File: config.mk
export PLATFORM = sky130hd
export DESIGN_NAME = cnv_sum_flat
export DESIGN_NICKNAME = d
export VERILOG_FILES = /design/src/hw/rtl/cnv_pkg.sv /design/src/hw/rtl/cnv_rsp_if.sv /design/src/hw/rtl/cnv_sum.sv /design/src/flat_wrapper.sv
export SDC_FILE = /design/constraint.sdc
export NUM_CORES = 2
export LEC_CHECK = 0
export ABC_CLOCK_PERIOD_IN_PS = 28500
export BUFFER_PORTS_ARGS = -buffer_cell sky130_fd_sc_hd__buf_2
export CAP_MARGIN = 20
export CORE_AREA = 2 2 344 346
export DETAILED_ROUTE_END_ITERATION = 12
export DIE_AREA = 0 0 346 348
export GPL_TIMING_DRIVEN = 0
export HOLD_SLACK_MARGIN = 0.05
export PLACE_DENSITY = 0.66
export SYNTH_ARGS = -nofsm -noshare
export SYNTH_HDL_FRONTEND = slang
export SYNTH_SLANG_ARGS = --single-unit
File: constraint.sdc
create_clock -name clock -period 28.5 [get_ports clock]
set_clock_uncertainty 0.05 [all_clocks]
set_input_delay 5.7 -clock clock [delete_from_list [all_inputs] [get_ports clock]]
set_output_delay 5.7 -clock clock [all_outputs]
set_load 0.005 [all_outputs]
File: src/hw/rtl/cnv_pkg.sv
// Shared constants, types and codes for the 5x5 streaming convolution block.
// No dependencies; every other file in hw/rtl except cnv_ram refers to this package.
`default_nettype none

package cnv_pkg;

   localparam int KERNEL_SIZE = 5;
   localparam int MAX_WIDTH   = 256;
   localparam int MAX_HEIGHT  = 256;
   localparam int KK          = KERNEL_SIZE * KERNEL_SIZE;
   localparam int LINES       = KERNEL_SIZE - 1;

   localparam int PIX_W      = 16;
   localparam int PROD_W     = 2 * PIX_W;
   localparam int ROW_SUM_W  = PROD_W + $clog2(KERNEL_SIZE);
   localparam int ACC_W      = PROD_W + $clog2(KK) + 1;
   localparam int LINE_W     = LINES * PIX_W;
   localparam int FRAC_DROP  = 14;
   localparam int ROUND_HALF = 1 << (FRAC_DROP - 1);

   localparam int COL_W      = $clog2(MAX_WIDTH);
   localparam int ROW_W      = $clog2(MAX_HEIGHT);
   localparam int POS_W      = 8;
   localparam int IDX_W      = 5;
   localparam int KK_IDX_W   = $clog2(KK);
   localparam int DIM_W      = 9;
   localparam int BIAS_W     = 32;
   localparam int CSR_IDX_W  = 2;
   localparam int CSR_DATA_W = 32;

   // wide enough for counters plus one and for the size registers
   localparam int CMP_A_W = (COL_W > ROW_W) ? COL_W + 1 : ROW_W + 1;
   localparam int CMP_W   = (CMP_A_W > DIM_W) ? CMP_A_W : DIM_W;

   localparam int WIDTH_RESET  = 32;
   localparam int HEIGHT_RESET = 32;

   typedef enum logic {
      MODE_COEF  = 1'b0,
      MODE_PIXEL = 1'b1
   } mode_type;

   typedef enum logic [CSR_IDX_W-1:0] {
      CSR_WIDTH  = 2'd0,
      CSR_HEIGHT = 2'd1,
      CSR_BIAS   = 2'd2
   } csr_index_type;

   typedef logic signed [PIX_W-1:0]     sample_type;
   typedef logic signed [PROD_W-1:0]    prod_type;
   typedef prod_type [KK-1:0]           prod_arr_type;
   typedef logic signed [ROW_SUM_W-1:0] row_sum_type;
   typedef logic signed [ACC_W-1:0]     acc_type;

   typedef struct packed {
      logic [POS_W-1:0] row;
      logic [POS_W-1:0] col;
      logic             last;
   } cnv_meta_type;

endpackage

`default_nettype wire

File: src/hw/rtl/cnv_rsp_if.sv
// Response channel: valid/ready handshake with result, output position and last flag.
// Depends on cnv_pkg for field widths.
`default_nettype none

interface cnv_rsp_if;
   logic                             valid;
   logic                             ready;
   logic signed [cnv_pkg::PIX_W-1:0] result;
   logic [cnv_pkg::POS_W-1:0]        out_row;
   logic [cnv_pkg::POS_W-1:0]        out_col;
   logic                             last;

   modport source (output valid, output result, output out_row, output out_col,
                   output last, input ready);
   modport sink   (input valid, input result, input out_row, input out_col,
                   input last, output ready);
endinterface

`default_nettype wire

File: src/hw/rtl/cnv_sum.sv
// Back end: row sums, total with bias, rounding to Q4.12 with saturation, output register.
// Depends on cnv_pkg and cnv_rsp_if.
`default_nettype none

module cnv_sum (
   input  logic                        clock,
   input  logic                        reset,
   input  logic                        in_valid,
   output logic                        in_ready,
   input  cnv_pkg::prod_arr_type       in_data,
   input  cnv_pkg::cnv_meta_type       in_meta,
   input  logic [cnv_pkg::BIAS_W-1:0]  bias,
   cnv_rsp_if.source                   rsp
);

   localparam int K = cnv_pkg::KERNEL_SIZE;
   localparam cnv_pkg::acc_type SAT_HI = cnv_pkg::ACC_W'(2**(cnv_pkg::PIX_W-1) - 1);
   localparam cnv_pkg::acc_type SAT_LO = cnv_pkg::ACC_W'(-(2**(cnv_pkg::PIX_W-1)));

   logic                  a_valid_ff, a_valid_in;
   cnv_pkg::row_sum_type  a_sum_ff [K];
   cnv_pkg::row_sum_type  a_sum_in [K];
   cnv_pkg::cnv_meta_type a_meta_ff;

   logic                  b_valid_ff, b_valid_in;
   cnv_pkg::acc_type      b_acc_ff, b_acc_in;
   cnv_pkg::cnv_meta_type b_meta_ff;

   logic                  out_valid_ff, out_valid_in;
   cnv_pkg::sample_type   out_result_ff, out_result_in;
   cnv_pkg::cnv_meta_type out_meta_ff;

   logic             out_free, b_free, a_free;
   cnv_pkg::acc_type rounded;
   cnv_pkg::acc_type scaled;

   assign out_free = !out_valid_ff || rsp.ready;
   assign b_free   = !b_valid_ff || out_free;
   assign a_free   = !a_valid_ff || b_free;
   assign in_ready = a_free;

   always_comb begin
      for (int r = 0; r < K; r++) begin
         a_sum_in[r] = '0;
         for (int c = 0; c < K; c++) begin
            a_sum_in[r] = a_sum_in[r]
                        + cnv_pkg::ROW_SUM_W'($signed(in_data[r*K + c]));
         end
      end
   end

   always_comb begin
      b_acc_in = cnv_pkg::ACC_W'($signed(bias));
      for (int r = 0; r < K; r++) begin
         b_acc_in = b_acc_in + cnv_pkg::ACC_W'(a_sum_ff[r]);
      end
   end

   // round half up, then clamp to the 16-bit range
   always_comb begin
      rounded = b_acc_ff + cnv_pkg::ACC_W'(cnv_pkg::ROUND_HALF);
      scaled  = rounded >>> cnv_pkg::FRAC_DROP;
      if (scaled > SAT_HI) begin
         out_result_in = SAT_HI[cnv_pkg::PIX_W-1:0];
      end else if (scaled < SAT_LO) begin
         out_result_in = SAT_LO[cnv_pkg::PIX_W-1:0];
      end else begin
         out_result_in = scaled[cnv_pkg::PIX_W-1:0];
      end
   end

   always_comb begin
      a_valid_in   = a_free   ? in_valid   : a_valid_ff;
      b_valid_in   = b_free   ? a_valid_ff : b_valid_ff;
      out_valid_in = out_free ? b_valid_ff : out_valid_ff;
   end

   always_ff @(posedge clock) begin
      if (reset) begin
         a_valid_ff   <= 1'b0;
         b_valid_ff   <= 1'b0;
         out_valid_ff <= 1'b0;
      end else begin
         a_valid_ff   <= a_valid_in;
         b_valid_ff   <= b_valid_in;
         out_valid_ff <= out_valid_in;
      end
   end

   always_ff @(posedge clock) begin
      if (a_free && in_valid) begin
         a_sum_ff  <= a_sum_in;
         a_meta_ff <= in_meta;
      end
      if (b_free && a_valid_ff) begin
         b_acc_ff  <= b_acc_in;
         b_meta_ff <= a_meta_ff;
      end
      if (out_free && b_valid_ff) begin
         out_result_ff <= out_result_in;
         out_meta_ff   <= b_meta_ff;
      end
   end

   assign rsp.valid   = out_valid_ff;
   assign rsp.result  = out_result_ff;
   assign rsp.out_row = out_meta_ff.row;
   assign rsp.out_col = out_meta_ff.col;
   assign rsp.last    = out_meta_ff.last;

endmodule

`default_nettype wire

File: src/flat_wrapper.sv
// flat-port wrapper written by rule: the top's interface ports become plain ports
module cnv_sum_flat 
  (clock, reset, in_valid, in_ready, in_data, in_meta, bias, rsp_valid, rsp_result, rsp_out_row, rsp_out_col, rsp_last, rsp_ready);
  cnv_rsp_if rsp_i ();
  input  logic clock;
  input  logic reset;
  input  logic in_valid;
  output logic in_ready;
  input  cnv_pkg::prod_arr_type in_data;
  input  cnv_pkg::cnv_meta_type in_meta;
  input  logic [cnv_pkg::BIAS_W-1:0] bias;
  output wire logic [$bits(rsp_i.valid)-1:0] rsp_valid;
  output wire logic [$bits(rsp_i.result)-1:0] rsp_result;
  output wire logic [$bits(rsp_i.out_row)-1:0] rsp_out_row;
  output wire logic [$bits(rsp_i.out_col)-1:0] rsp_out_col;
  output wire logic [$bits(rsp_i.last)-1:0] rsp_last;
  input wire logic [$bits(rsp_i.ready)-1:0] rsp_ready;
  assign rsp_valid = rsp_i.valid;
  assign rsp_result = rsp_i.result;
  assign rsp_out_row = rsp_i.out_row;
  assign rsp_out_col = rsp_i.out_col;
  assign rsp_last = rsp_i.last;
  assign rsp_i.ready = rsp_ready;
  cnv_sum u_core (.clock(clock), .reset(reset), .in_valid(in_valid), .in_ready(in_ready), .in_data(in_data), .in_meta(in_meta), .bias(bias), .rsp(rsp_i));
endmodule
* After elaboration in Yosys (flattened, before gate mapping)
Cells that the tools add are included.
Operators by class: mux-type cells 1, $lt $le $gt $ge 2, $add $sub $neg 26, reductions and logical operators 9
Operators by type and width (number):
- $add 35x32->35 | 10
- $add 33x32->34 | 5
- $add 32x32->33 | 5
- $add 38x35->38 | 3
- $add 38x15->38 const B | 1
- $add 36x35->37 | 1
- $add 32x35->36 | 1
- $gt 24x16->1 const B | 1
- $lt 24x16->1 const B | 1
- $mux 16 | 1
- $logic_and 1x1->1 | 3
- $logic_not 1->1 | 3
- $logic_or 1x1->1 | 3
Word-level totals: logic and storage cells 57, bits in registers 283, input port bits 853

* Logic depth before layout (Yosys ltp)
depth after elaboration 5, depth in mapped cells 28, gate-level depth less buffers 27

* Least setup slack after synthesis
No wires, ideal clock.
path kind in2reg, start point input port rsp_ready, end point register u_core.a_meta_ff[0] (netlist bit) (enable), path buffers 0, path slack 12.257 ns, stages on the path 2, arrival time 15.334 ns, data required time 27.591 ns, setup time 0.859 ns, cell sequence nor2b_1 a31oi_1
On the way: longest elaborated chain between the ends 4
Ends and longest elaborated chain:
- start, declared | line flat_wrapper.sv:17 | input wire logic [$bits(rsp_i.ready)-1:0] rsp_ready;
- $logic_or 1x1->1 | line cnv_sum.sv:37 | assign out_free = !out_valid_ff || rsp.ready;
- $logic_or 1x1->1 | line cnv_sum.sv:38 | assign b_free = !b_valid_ff || out_free;
- $logic_or 1x1->1 | line cnv_sum.sv:39 | assign a_free = !a_valid_ff || b_free;
- $logic_and 1x1->1 | line cnv_sum.sv:91 | if (a_free && in_valid) begin
- end signal, assigned | line cnv_sum.sv:93 | a_meta_ff <= in_meta;
- end, declared | line cnv_sum.sv:23 | cnv_pkg::cnv_meta_type a_meta_ff;
Every way passes these cells. A chain may end at the register's enable or synchronous reset.

* Worst setup path after layout
start point input port rsp_ready, end point output port in_ready
On the way: longest elaborated chain between the ends 3
Ends and longest elaborated chain:
- $logic_or 1x1->1 | line cnv_sum.sv:37
- $logic_or 1x1->1 | line cnv_sum.sv:38
- $logic_or 1x1->1 | line cnv_sum.sv:39
- end, declared | line flat_wrapper.sv:8 | output logic in_ready;
Every way passes these cells.

==> impl_results.md <==
- Run status: complete, no violations
- Post-DP Area: 46500 µm²
- Clock Path Buffers: 3
- Design area: 47500 µm²
- Slew Viols, Final: 0
- Metal3 WL: 6750 µm
- Top cells by count, synth: 886 x inv_1, 449 x fa_1, 396 x ha_1
- Core area: 117000 µm²
- GRT Total Usage: 20.0%
- Count leader, synth: inv_1
- Setup slack, reg-to-reg: 21.50 ns
- Top Metal Used: met5
- R2R Path End: u_core.b_acc_ff[36]
- Syn Nets: 5986
- TritonRoute pass-1 iters: 6
- Cell taking the most area after synthesis: fa_1
- Non-Filler Instances: 6787
- Die height: 348 µm
- Worst-path fanout max: 6
- Number of synthesized flops with an enable pin: 267
- Number of global-route vias before repair: 33.4k
- Hold Worst Slack: 0.367 ns
- Filler Cell Count: 11.9k
- Ys async rst share: 0%
- Post-CTS setup buffers: 0
- Total gr overflow: 0
- Via density: 4.93
- CTS tree: built
- Post-synth top area share: 22.5%
- Crit path launch type: input port
- Hold Buf Count CTS: 0
- CTS-repair resized insts: 0
- Share of layout cells above drive strength 1: 19.5%
- Prevailing post-synth register cell: edfxtp_1
- Kind of critical path: in2out
- Cts bufs inserted: 31
- Clock transition at the registers of the reported paths: 0.06 ns
- Met2 WL post-DR: 63900 µm
- Rel. slew slack: 28.3%
- Starting Density: 34.1%
- Worst skew pair latency: 0.62 ns
- # rows: 126
- Hold Fails Final Rpt: 0
- Cell total after placement: 6721
- Setup-failing EPs final: 0
- Crit path arrival time: 6.71 ns
- Post-route ant nets: 0
- Max Freq: 80.2 MHz
- Die W: 346 µm
- Yosys synthesis warning count: 0
- Routability congestion estimate: 0.926
- Sequential share of the synthesized area: 20.2%
- Required time of the critical path: 22.75 ns
- Clock tree sinks: 270
- Max_cap viols: 0
- Cells after synthesis: 4288
- Yosys cell types: 99
- Vias after detailed routing: 33.5k
- Yosys reg bits: 270
- Initial antenna violation count: 45
- Worst Hold Path EP: u_core.b_meta_ff[9]
- Slew @ Worst Pin: 1.05 ns
- Die footprint: 120000 µm²
- FF-to-FF path depth: 26
- Metal1 wirelength: 49600 µm
- WL/cell: 18.1 µm
- Syn avg cell area: 9.31 µm²
- First-pass GRT wire length: 186000 µm
- RSZ-0062 raised after global routing: false
- Crit. End Element: primary output
- Setup TNS: 0 ns
- Worst hold path stage count: 0
- Layout area overhead: 19.1%
- Mapped Area: 39900 µm²
- Routed wire length: 123000 µm
- Beginning of the worst hold path: u_core.a_meta_ff[9]
- HP Class: reg2reg
- Drt initial violations: 1692
- IO Pins: 888
- Largest net degree at the start of global routing: 34
- DRC viols: 0
- Detailed Place HPWL: 110000 µm
- Area contributors post-synth: fa_1 23%, edfxtp_1 20%, ha_1 12%
- CTS Root Buffer Type: clkbuf_16
- CTS H-tree depth: 1
- Clock period minus final worst setup slack: 12.46 ns
- Nets: 6916
- R2R Path Start: u_core.a_sum_ff[106]
- Final period utilization: 43.7%
- IO buf count: 887
[cells in the final DEF, fill, tap and decap left out, types with 51 or more instances in the layout]
cell type,count
nor2_1,177
nand3_1,84
o21ai_0,172
fa_1,449
nand2_1,197
nand2b_1,51
a21oi_1,349
a21o_1,189
xor2_1,147
xnor2_1,221
ha_1,396
inv_1,886
edfxtp_1,267
buf_2,887
[cell type report]
cell class                      count  area [µm²]  area share [%]
Antenna cell                        9        22.5          0.0474
Buffer                             45         169           0.355
Clock buffer                       34         787            1.66
Clock inverter                     23         188           0.395
Inverter                          888        3330            7.01
Multi-Input combinational cell   3085       28400            59.7
Sequential cell                   270        8080            17.0
Tap cell                         1536        1920            4.04
Timing Repair Buffer              897        4650            9.80
[sequential cells by signal, summed over array words and instances (netlist names)]
| signal | cells |
|---|---|
| u_core.a_sum_ff | 175 |
| u_core.b_acc_ff | 25 |
| u_core.a_meta_ff | 17 |
| u_core.b_meta_ff | 17 |
| u_core.rsp.result | 16 |
| u_core.rsp.out_col | 8 |
| u_core.rsp.out_row | 8 |
| u_core.a_valid_ff | 1 |
| u_core.b_valid_ff | 1 |
| u_core.rsp.last | 1 |
| u_core.rsp.valid | 1 |
[logic make-up (layout without fill, tap and decap cells)]
group,Yosys count,after routing,synth area share (%)
XOR/XNOR,368,368,8.08
AND/OR/NAND/NOR,761,761,9.53
multiplexers,3,3,0.0784
AO/OA/AOI/OAI,1108,1108,18.4
flip-flops,270,270,20.2
buffers and inverters,933,1887,8.77
adder cells (fa/ha/maj),845,845,34.9
other,0,9,0
[per-stage QoR]
step           worst slack (ns)  utilization [%]
6_report                  16.04             40.6
5_1_grt                   15.93             40.6
4_1_cts                   16.03             40.6
3_5_place_dp              16.02             39.8
3_3_place_gp               7.38             39.6
2_1_floorplan             12.26                -
[per-layer routing]
metal	up-vias	track usage, %
li1	16400	-
met4	46	2.90
met3	158	2.80
met5	-	0
met1	16000	24.5
met2	896	37.6
[critical path: stages]
cell	delay [ns]
buf_2	0.09
nor2b_1	0.57
nand3_1	0.18
buf_2	0.17
[worst max path at each step]
stage | depth (start not counted) | from | to | slack (ns)
after floorplan | 2 | rsp_ready | u_core.a_meta_ff[0] | 12.26
after global placement | 3 | rsp_ready | u_core.a_sum_ff[135] | 7.38
after detailed placement | 4 | rsp_ready | in_ready | 16.02
after CTS | 4 | rsp_ready | in_ready | 16.03
after global routing | 4 | rsp_ready | in_ready | 15.93
final | 4 | rsp_ready | in_ready | 16.04
Power is left out: the tool's default activity adds up to more than one toggle a clock period on the data nets, which glitch-free logic cannot reach.
